## config.mk

```make
export PLATFORM = sky130hd
export DESIGN_NAME = audio_level_threshold_detector
export DESIGN_NICKNAME = d
export VERILOG_FILES = /design/src/rtl/altd_pkg.sv /design/src/rtl/altd_lane.sv /design/src/rtl/altd_isqrt.sv /design/src/rtl/altd_smooth.sv /design/src/rtl/audio_level_threshold_detector.sv
export SDC_FILE = /design/constraint.sdc
export NUM_CORES = 2
export LEC_CHECK = 0
export BUFFER_PORTS_ARGS = -buffer_cell sky130_fd_sc_hd__buf_2
export CAP_MARGIN = 20
export CELL_PAD_IN_SITES_DETAIL_PLACEMENT = 1
export CELL_PAD_IN_SITES_GLOBAL_PLACEMENT = 2
export CORE_UTILIZATION = 42
export CTS_CLUSTER_SIZE = 25
export DETAILED_ROUTE_END_ITERATION = 10
export GPL_TIMING_DRIVEN = 0
export PLACE_DENSITY = 0.83
export SLEW_MARGIN = 25
export SYNTH_ARGS = -nofsm -noshare
export SYNTH_HDL_FRONTEND = slang
export SYNTH_HIERARCHICAL = 1
export SYNTH_SLANG_ARGS = --single-unit
```

## constraint.sdc

```tcl
create_clock -name clk -period 11.1 [get_ports clk]
set_clock_uncertainty 0.1 [all_clocks]
set_input_delay 1.11 -clock clk [delete_from_list [all_inputs] [get_ports clk]]
set_output_delay 1.11 -clock clk [all_outputs]
set_load 0.05 [all_outputs]
```

## src/rtl/altd_pkg.sv

```systemverilog
package altd_pkg;

  localparam int MAX_FRAME_PAIRS_DEFAULT = 256;
  localparam int SAMPLE_WIDTH_DEFAULT    = 16;

  localparam int LEVEL_W    = 20;
  localparam int ALPHA_W    = 16;
  localparam int SUM_W      = 40;
  localparam int ALIGNED_W  = 16;
  localparam int SQ_W       = 31;
  localparam int CFG_IDX_W  = 2;
  localparam int CFG_DATA_W = 20;

  localparam logic [CFG_IDX_W-1:0] REG_THRESHOLD = 2'd0;
  localparam logic [CFG_IDX_W-1:0] REG_ALPHA     = 2'd1;

  localparam logic [LEVEL_W-1:0] THRESHOLD_RESET = 20'd32768;
  localparam logic [ALPHA_W-1:0] ALPHA_RESET     = 16'd4588;

  typedef enum logic [1:0] {
    CHANGE_NONE  = 2'd0,
    CHANGE_ABOVE = 2'd1,
    CHANGE_BELOW = 2'd2
  } change_t;

  typedef struct packed {
    logic busy;
    logic done;
  } isqrt_status_t;

  typedef struct packed {
    logic [LEVEL_W-1:0] level_avg;
    logic               above;
    change_t            change;
  } smooth_result_t;

endpackage

```

## src/rtl/altd_lane.sv

```systemverilog
module altd_lane #(
  parameter int SAMPLE_WIDTH = altd_pkg::SAMPLE_WIDTH_DEFAULT
) (
  input  logic                           clk,
  input  logic                           en,
  input  logic signed [SAMPLE_WIDTH-1:0] sample,
  output logic [altd_pkg::SQ_W-1:0]      square
);
  import altd_pkg::*;

  localparam int ALIGN_UP   = (SAMPLE_WIDTH < ALIGNED_W) ? (ALIGNED_W - SAMPLE_WIDTH) : 0;
  localparam int ALIGN_DOWN = (SAMPLE_WIDTH > ALIGNED_W) ? (SAMPLE_WIDTH - ALIGNED_W) : 0;
  localparam int WIDE_W     = SAMPLE_WIDTH + ALIGNED_W;

  logic signed [SAMPLE_WIDTH:0]   ext;
  logic signed [SAMPLE_WIDTH:0]   ext_abs;
  logic        [WIDE_W-1:0]       mag_wide;
  logic        [ALIGNED_W-1:0]    mag;
  logic        [2*ALIGNED_W-1:0]  prod;

  assign ext      = {sample[SAMPLE_WIDTH-1], sample};
  assign ext_abs  = ext[SAMPLE_WIDTH] ? -ext : ext;
  assign mag_wide = (WIDE_W'(ext_abs[SAMPLE_WIDTH-1:0]) << ALIGN_UP) >> ALIGN_DOWN;
  assign mag      = mag_wide[ALIGNED_W-1:0];
  assign prod     = mag * mag;

  always_ff @(posedge clk) begin
    if (en) begin
      square <= prod[SQ_W-1:0];
    end
  end

endmodule

```

## src/rtl/altd_isqrt.sv

```systemverilog
module altd_isqrt (
  input  logic                         clk,
  input  logic                         rst,
  input  logic                         start,
  input  logic [altd_pkg::SUM_W-1:0]   radicand,
  output altd_pkg::isqrt_status_t      status,
  output logic [altd_pkg::LEVEL_W-1:0] root
);
  import altd_pkg::*;

  localparam int REM_W = LEVEL_W + 3;
  localparam int CNT_W = $clog2(LEVEL_W);

  logic [SUM_W-1:0]   rad_shift;
  logic [REM_W-1:0]   rem;
  logic [LEVEL_W-1:0] root_q;
  logic [CNT_W-1:0]   count;
  logic               busy;
  logic               done;

  logic [REM_W-1:0]   rem_shift;
  logic [REM_W-1:0]   trial;
  logic               ge;

  assign rem_shift = {rem[REM_W-3:0], rad_shift[SUM_W-1 -: 2]};
  assign trial     = {1'b0, root_q, 2'b01};
  assign ge        = (rem_shift >= trial);

  always_ff @(posedge clk) begin
    if (start) begin
      rad_shift <= radicand;
      rem       <= '0;
      root_q    <= '0;
      count     <= '0;
    end else if (busy) begin
      rad_shift <= rad_shift << 2;
      rem       <= ge ? (rem_shift - trial) : rem_shift;
      root_q    <= {root_q[LEVEL_W-2:0], ge};
      count     <= count + 1'b1;
    end
  end

  always_ff @(posedge clk) begin
    if (rst) begin
      busy <= 1'b0;
      done <= 1'b0;
    end else begin
      done <= 1'b0;
      if (start) begin
        busy <= 1'b1;
      end else if (busy && (count == CNT_W'(LEVEL_W - 1))) begin
        busy <= 1'b0;
        done <= 1'b1;
      end
    end
  end

  assign status.busy = busy;
  assign status.done = done;
  assign root        = root_q;

endmodule

```

## src/rtl/altd_smooth.sv

```systemverilog
module altd_smooth (
  input  logic                         clk,
  input  logic                         rst,
  input  logic                         start,
  input  logic                         commit,
  input  logic [altd_pkg::LEVEL_W-1:0] level,
  input  logic [altd_pkg::ALPHA_W-1:0] alpha,
  input  logic [altd_pkg::LEVEL_W-1:0] threshold,
  output altd_pkg::smooth_result_t     result
);
  import altd_pkg::*;

  localparam int PROD_W = LEVEL_W + ALPHA_W;
  localparam logic [PROD_W:0] ROUND_HALF = {{PROD_W{1'b0}}, 1'b1} << (ALPHA_W - 1);

  logic [LEVEL_W-1:0] level_average;
  logic               above_state;
  logic               neg_q;
  logic [PROD_W-1:0]  prod_q;

  logic               neg;
  logic [LEVEL_W-1:0] mag;
  logic [PROD_W:0]    rounded;
  logic [LEVEL_W-1:0] stepv;
  logic [LEVEL_W:0]   up_sum;
  logic [LEVEL_W-1:0] avg;
  logic               above;
  change_t            change;

  assign neg = (level < level_average);
  assign mag = neg ? (level_average - level) : (level - level_average);

  always_ff @(posedge clk) begin
    if (start) begin
      neg_q  <= neg;
      prod_q <= PROD_W'(mag) * PROD_W'(alpha);
    end
  end

  assign rounded = {1'b0, prod_q} + ROUND_HALF;
  assign stepv   = rounded[ALPHA_W +: LEVEL_W];
  assign up_sum  = {1'b0, level_average} + {1'b0, stepv};

  always_comb begin
    if (neg_q) begin
      avg = (stepv > level_average) ? '0 : (level_average - stepv);
    end else begin
      avg = up_sum[LEVEL_W] ? '1 : up_sum[LEVEL_W-1:0];
    end
    above  = above_state;
    change = CHANGE_NONE;
    if (avg > threshold) begin
      above = 1'b1;
      if (!above_state) begin
        change = CHANGE_ABOVE;
      end
    end else if (avg < threshold) begin
      above = 1'b0;
      if (above_state) begin
        change = CHANGE_BELOW;
      end
    end
  end

  always_ff @(posedge clk) begin
    if (rst) begin
      level_average <= '0;
      above_state   <= 1'b0;
    end else if (commit) begin
      level_average <= avg;
      above_state   <= above;
    end
  end

  assign result.level_avg = avg;
  assign result.above     = above;
  assign result.change    = change;

endmodule

```

## src/rtl/audio_level_threshold_detector.sv

```systemverilog
// Sample pair: accepted in IDLE, squared in two lanes, summed the next; no new pair until it is summed.
// Frame-end pair: summed, then the bit-serial square root in ROOT, then smoothing and threshold
// in UPDATE; the result is registered once the output is not stalled.
// A new pair is accepted while a finished result waits at the output.
// Synchronous reset: sum, pair count, average and flag clear, threshold = 1.0, alpha = 4588.
module audio_level_threshold_detector #(
  parameter int MAX_FRAME_PAIRS = altd_pkg::MAX_FRAME_PAIRS_DEFAULT,
  parameter int SAMPLE_WIDTH    = altd_pkg::SAMPLE_WIDTH_DEFAULT
) (
  input  logic                            clk,
  input  logic                            rst,
  input  logic                            in_valid,
  output logic                            in_ready,
  input  logic signed [SAMPLE_WIDTH-1:0]  left_sample,
  input  logic signed [SAMPLE_WIDTH-1:0]  right_sample,
  input  logic                            frame_end,
  output logic                            out_valid,
  input  logic                            out_ready,
  output logic [altd_pkg::LEVEL_W-1:0]    frame_level,
  output logic [altd_pkg::LEVEL_W-1:0]    smoothed_level,
  output logic                            above_flag,
  output logic [1:0]                      flag_change,
  input  logic                            cfg_valid,
  output logic                            cfg_ready,
  input  logic [altd_pkg::CFG_IDX_W-1:0]  cfg_index,
  input  logic [altd_pkg::CFG_DATA_W-1:0] cfg_data
);
  import altd_pkg::*;

  localparam int PC_W = $clog2(MAX_FRAME_PAIRS + 1);

  typedef enum logic [3:0] {
    ST_IDLE   = 4'b0001,
    ST_ACCUM  = 4'b0010,
    ST_ROOT   = 4'b0100,
    ST_UPDATE = 4'b1000
  } state_t;

  state_t state;
  state_t state_next;

  logic [LEVEL_W-1:0] level_threshold;
  logic [ALPHA_W-1:0] smoothing_alpha;
  logic [SUM_W-1:0]   sum_of_squares;
  logic [PC_W-1:0]    pair_count;
  logic               frame_flag;

  logic               in_accept;
  logic [SQ_W-1:0]    left_square;
  logic [SQ_W-1:0]    right_square;
  logic [SUM_W+1:0]   sum_total;
  logic [SUM_W-1:0]   sum_sat;
  logic               root_start;
  isqrt_status_t      root_status;
  logic [LEVEL_W-1:0] root;
  logic               out_free;
  logic               commit;
  smooth_result_t     smooth_res;

  assign cfg_ready = 1'b1;
  assign in_ready  = (state == ST_IDLE);
  assign in_accept = in_valid && in_ready;
  assign out_free  = !out_valid || out_ready;
  assign commit    = (state == ST_UPDATE) && out_free;

  altd_lane #(.SAMPLE_WIDTH(SAMPLE_WIDTH)) u_lane_left (
    .clk    (clk),
    .en     (in_accept),
    .sample (left_sample),
    .square (left_square)
  );

  altd_lane #(.SAMPLE_WIDTH(SAMPLE_WIDTH)) u_lane_right (
    .clk    (clk),
    .en     (in_accept),
    .sample (right_sample),
    .square (right_square)
  );

  assign sum_total  = {2'b00, sum_of_squares} + (SUM_W+2)'(left_square)
                    + (SUM_W+2)'(right_square);
  assign sum_sat    = (sum_total[SUM_W+1:SUM_W] != 2'b00) ? '1 : sum_total[SUM_W-1:0];
  assign root_start = (state == ST_ACCUM) && frame_flag;

  altd_isqrt u_isqrt (
    .clk      (clk),
    .rst      (rst),
    .start    (root_start),
    .radicand (sum_sat),
    .status   (root_status),
    .root     (root)
  );

  altd_smooth u_smooth (
    .clk       (clk),
    .rst       (rst),
    .start     ((state == ST_ROOT) && root_status.done),
    .commit    (commit),
    .level     (root),
    .alpha     (smoothing_alpha),
    .threshold (level_threshold),
    .result    (smooth_res)
  );

  always_comb begin
    state_next = state;
    case (state)
      ST_IDLE: begin
        if (in_accept) begin
          state_next = ST_ACCUM;
        end
      end
      ST_ACCUM: begin
        state_next = frame_flag ? ST_ROOT : ST_IDLE;
      end
      ST_ROOT: begin
        if (root_status.done) begin
          state_next = ST_UPDATE;
        end
      end
      ST_UPDATE: begin
        if (out_free) begin
          state_next = ST_IDLE;
        end
      end
      default: state_next = ST_IDLE;
    endcase
  end

  always_ff @(posedge clk) begin
    if (rst) begin
      state           <= ST_IDLE;
      level_threshold <= THRESHOLD_RESET;
      smoothing_alpha <= ALPHA_RESET;
      sum_of_squares  <= '0;
      pair_count      <= '0;
      out_valid       <= 1'b0;
    end else begin
      state <= state_next;
      if (cfg_valid && cfg_ready) begin
        case (cfg_index)
          REG_THRESHOLD: level_threshold <= cfg_data[LEVEL_W-1:0];
          REG_ALPHA:     smoothing_alpha <= cfg_data[ALPHA_W-1:0];
          default: ;
        endcase
      end
      if (state == ST_ACCUM) begin
        if (frame_flag) begin
          sum_of_squares <= '0;
          pair_count     <= '0;
        end else begin
          sum_of_squares <= sum_sat;
          if (pair_count != PC_W'(MAX_FRAME_PAIRS)) begin
            pair_count <= pair_count + 1'b1;
          end
        end
      end
      if (commit) begin
        out_valid <= 1'b1;
      end else if (out_ready) begin
        out_valid <= 1'b0;
      end
    end
  end

  always_ff @(posedge clk) begin
    if (in_accept) begin
      frame_flag <= frame_end;
    end
    if (commit) begin
      frame_level    <= root;
      smoothed_level <= smooth_res.level_avg;
      above_flag     <= smooth_res.above;
      flag_change    <= smooth_res.change;
    end
  end

endmodule

```

# After elaboration in Yosys (flattened, before gate mapping)
# Index checks and enable logic that the tools add are counted.
dict set report word_totals {
  register_bits 333
  word_cells 93
  inputBits 60
  output_inout_bits 46
}
dict set report classes {
  n_reduce_logical 16
  mul 3
  n_lt_le_gt_ge 5
  n_mux 27
  n_eq_ne 9
  addsub 11
}
# cell n
set op_table {}
lappend op_table {{2-to-1 mux 40 bit} 4}
lappend op_table {{2-to-1 mux 20 bit} 4}
lappend op_table {{multiplier 16 x 16 -> 31 bit} 2}
lappend op_table {{subtractor 20 bit} 3}
lappend op_table {{adder 41 x 31 -> 42 bit} 1}
lappend op_table {{adder 40 x 31 -> 41 bit} 1}
lappend op_table {{greater-than comparator 20 bit} 2}
lappend op_table {{less-than comparator 20 bit} 2}
lappend op_table {{adder 36 x 16 -> 36 bit, second input constant} 1}
lappend op_table {{multiplier 20 x 16 -> 36 bit} 1}
lappend op_table {{2-to-1 mux 16 bit} 2}
lappend op_table {{negation 16 bit} 2}
lappend op_table {{greater-or-equal comparator 23 x 22 -> 1 bit} 1}
lappend op_table {{adder 20 x 20 -> 21 bit} 1}
lappend op_table {{2-to-1 mux 21 bit} 1}
lappend op_table {{subtractor 21 bit} 1}
lappend op_table {{case mux 4 bit (4 select lines)} 1}
lappend op_table {{2-to-1 mux 4 bit} 3}
lappend op_table {{2-to-1 mux 1 bit} 8}
lappend op_table {{nonzero test 2 bit} 4}
lappend op_table {{2-to-1 mux 2 bit} 3}
lappend op_table {{adder 5 x 1 -> 5 bit, second input constant} 1}
lappend op_table {{equality test 5 bit, second input constant} 1}
lappend op_table {{logical AND 1 bit} 5}
lappend op_table {{other kinds (14)} 16}

# Longest topological paths before layout
dict set report logic_depth {
  word_depth 7
  mapped_depth 40
  depth_no_buf 38
}

# Cells and area by module
# The synthesis kept the hierarchy.
# module area_per_inst_um2 seq_area_each_um2 n_inst cells_each
set modules_own_cells {}
lappend modules_own_cells {altd_smooth 17047.6 1081.0 1 2063}
lappend modules_own_cells {altd_lane 8247.9 900.9 2 887}
lappend modules_own_cells {audio_level_threshold_detector 6811.5 2942.8 1 698}
lappend modules_own_cells {altd_isqrt 4650.7 2162.1 1 445}

# Worst setup path after synthesis
# No wires, ideal clock.
dict set report synth_path {
  kind {register -> register}
  from {register u_isqrt.root_q[9] (netlist: u_isqrt/root[9])}
  to {register u_smooth.prod_q[32], data pin}
  path_slack_ns 2.719
  path_stages_with_launch 34
  period_less_slack_ns 8.381
  t_arrival_ns 8.022
  setup_ns 0.259
  n_path_buf 4
  t_required_ns 10.741
  cell_sequence {dfxtp_1 > inv_1 > ha_1 > and2_1 > buf_4 > nand3_1 > or3_1 > a41o_4 > nand2_4 > buf_6 > mux2i_1 > a32oi_1 > xnor2_1 > buf_2 > nand2_1 > fa_1 > fa_1 > fa_1 > inv_1 > fa_1 > fa_1 > inv_1 > fa_1 > inv_1 > ha_1 > clkbuf_1 > nand2_1 > o21ai_0 > or2_2 > a31oi_1 > or4_1 > o32ai_1 > nor2_1 > xnor2_1}
}
dict set report synth_via {
  elab_chain_len 3
  word_cells_on_any_way 5
  classes_between {2 x add/sub; 1 x mul; 1 x order compare; 1 x mux}
}
# element line
set synth_lines {}
lappend synth_lines {{from (decl)} altd_isqrt.sv:16} ;# logic [LEVEL_W-1:0] root_q;
lappend synth_lines {{from (signal assigned)} altd_isqrt.sv:38} ;# root_q <= {root_q[LEVEL_W-2:0], ge};
lappend synth_lines {{subtractor 20 bit / less-than comparator 20 bit (equally long branches)} {altd_smooth.sv:31, altd_smooth.sv:30}}
lappend synth_lines {{2-to-1 mux 20 bit (*)} altd_smooth.sv:31} ;# assign mag = neg ? (level_average - level) : (level - level_average);
lappend synth_lines {{multiplier 20 x 16 -> 36 bit (*)} altd_smooth.sv:36} ;# prod_q <= PROD_W'(mag) * PROD_W'(alpha);
lappend synth_lines {{to (signal assigned)} altd_smooth.sv:36}
lappend synth_lines {{to (decl)} altd_smooth.sv:19} ;# logic [PROD_W-1:0] prod_q;
# Mark *: on every way between the ends. The rest lies on a longest branch, timed or not.
# A chain may end at the register's enable or synchronous reset.

# Worst setup path in the final report
dict set report layout_path {
  from {register u_isqrt.root_q[0] (netlist: u_isqrt/root[0])}
  to {register u_smooth.prod_q[31], data pin}
}
# Same word-level chain as after synthesis.

==> flow_metrics.env <==
export IMPL_cpPeakStageDelay_ns=0.77
export IMPL_status="finished, violations left"
export IMPL_criticalPathCategory="flip-flop to flip-flop"
export IMPL_routed_wl_um=131900
export IMPL_setup_tns_ns=0
export IMPL_io_pins=106
export IMPL_ctsResizeCount=0
export IMPL_die_x_um=329.3
export IMPL_seqCellArea_sq_um=7988
export IMPL_drt_iter0_drc=1500
export IMPL_viasPerCell=5.302
export IMPL_worstSetupEndpointType="flip-flop"
export IMPL_fillers=12460
export IMPL_die_area_sq_um=108500
export IMPL_htree_num_levels=2
export IMPL_hold_buffers=0
export IMPL_post_route_period_util=0.9437
export IMPL_final_cell_area_sq_um=48840
export IMPL_drive_gt1_frac=0.07012
export IMPL_syn2layout_area_growth_pct=8.547
export IMPL_clock_path_buffers=3
export IMPL_maxSlewHeadroom=0.2717
export IMPL_drtAntennaViolNets=0
export IMPL_cts_root_buf="clkbuf_16"
export IMPL_initial_core_util=0.4257
export IMPL_path_clk_slew_ns=0.06
export IMPL_max_freq_mhz=95.46
export IMPL_gp_congestion=0.8970
export IMPL_grt_first_pass_wirelength_um=210300
export IMPL_overflow=0
export IMPL_start_kind="flip-flop"
export IMPL_fp_row_count=119
export IMPL_grt_max_degree=32
export IMPL_placedInstanceArea_sq_um=47540
export IMPL_min_period_ns=10.48
export IMPL_multiInputGateArea_sq_um=32830
export IMPL_antenna_found_initial=5
export IMPL_slew_violations=0
export IMPL_finalSetupViolCount=0
export IMPL_ys_warnings_count=6
export IMPL_grt_pass1_vias=38080
export IMPL_finalHoldViolCount=0
export IMPL_syn_inst=4979
export IMPL_fp_coreArea_sq_um=105700
export IMPL_via_count=34830
export IMPL_syn_area_per_cell_sq_um=9.038
export IMPL_io_buffers=104
export IMPL_clkLatencyLatePin_ns=0.57
export IMPL_arrival_ns=10.69
export IMPL_fin_hold_ws_ns=0.3624
export IMPL_drt_pre_antenna_iters=8
export IMPL_cp_required_ns=11.32
export IMPL_crit_top_cell="fa_1"
export IMPL_path_max_fanout=10
export IMPL_tightestPinTransition_ns=1.078
export IMPL_gr_usage_all_layers=0.2482
export IMPL_clock_sinks=316
export IMPL_die_h_um=329.3
export IMPL_cts_tree="done"
export IMPL_failed_checks="design-rule violations"
export IMPL_hold_class="flip-flop to flip-flop"
export IMPL_cts_buffers=37
export IMPL_max_cap_viol_count=0
export IMPL_rsz0062_at_grt="false"
export IMPL_post_route_util=0.4620
export IMPL_drc_errors=18
export IMPL_wl_per_cell_um=20.08
export IMPL_synth_area_sq_um=45000
export IMPL_cts_setup_buffers=0
export IMPL_layout_nets=6272
export IMPL_crit_path_top_delay_cell="xor2_1"
export IMPL_dp_hpwl_um=110000
[final timing paths]
check / start / endpoint / slack [ns] / cells past startpoint
setup / recovery: u_isqrt/root[0] / u_smooth/prod_q[31] / 0.62 / 32
hold / removal: level_threshold[16] / level_threshold[16] / 0.36 / 2
setup reg to reg: u_isqrt/root[0] / u_smooth/prod_q[31] / 0.62 / 32
hold reg to reg: level_threshold[16] / level_threshold[16] / 0.36 / 2
[layout by cell type, fill, tap and decap left out, types with 40 or more instances in the layout]
master       n
inv_1      903
fa_1       613
nand2_1    564
ha_1       451
nor2_1     305
a21oi_1    238
edfxtp_1   166
dfxtp_1    150
clkbuf_1   143
and2_1     137
xnor2_1    135
o21ai_0    130
buf_2      129
nand3_1     89
xor2_1      80
a21o_1      76
nand2b_1    57
nor3_1      44
nor2b_1     42
clkbuf_16   41
mux2_2      40
[registers in the layout (all words and copies together) (netlist names)]
name                    count
sum_of_squares             40
u_isqrt/rad_shift          40
u_lane_left/square         30
u_lane_right/square        30
u_isqrt/rem                21
u_smooth/prod_q            21
frame_level                20
level_threshold            20
smoothed_level             20
u_isqrt/root               20
u_smooth/level_average     20
smoothing_alpha            16
u_isqrt/count               5
state                       4
flag_change                 2
above_flag                  1
frame_flag                  1
out_valid                   1
u_isqrt/busy                1
u_isqrt/done                1
u_smooth/above_state        1
u_smooth/neg_q              1
[metrics by stage]
step,cells,setup slack (ns)
final,6570,0.6249
after global routing,6568,0.1117
after CTS,6568,0.6381
after detailed placement,6500,0.7048
after global placement,6494,0.3789
after floorplan,4999,2.719
[worst max-delay path, delay by kind of cell (launching register included)]
| family | cells | cell delay (ns) |
|---|---|---|
| buf+inv | 7 | 1.09 |
| xor+xnor | 1 | 0.77 |
| mux | 1 | 0.27 |
| flops | 1 | 0.60 |
| fa+ha+maj | 9 | 3.89 |
| compound gates | 7 | 2.16 |
| simple gates | 7 | 1.34 |
[cell type report]
class | instances | area share
antenna | 2 | 0.0001025
sequential | 316 | 0.1635
clock buffer | 57 | 0.02305
inverter | 923 | 0.07098
tap | 1391 | 0.03563
multi-input combinational | 3569 | 0.6722
buffer | 191 | 0.01842
clock inverter | 11 | 0.003458
timing repair buffer | 110 | 0.01260
[routing by layer]
metal | wire [um] | up-vias | share of wire | global-route usage
met5 | 0 | - | 0 | 0
met4 | 3516 | 0 | 0.027 | 0.06371
met3 | 3420 | 152 | 0.026 | 0.01819
met2 | 68770 | 494 | 0.52 | 0.4599
met1 | 56240 | 17840 | 0.43 | 0.3095
li1 | - | 16350 | - | -
Power is left out: the tool's default activity adds up to more than one toggle a clock period on the data nets, which glitch-free logic cannot reach.
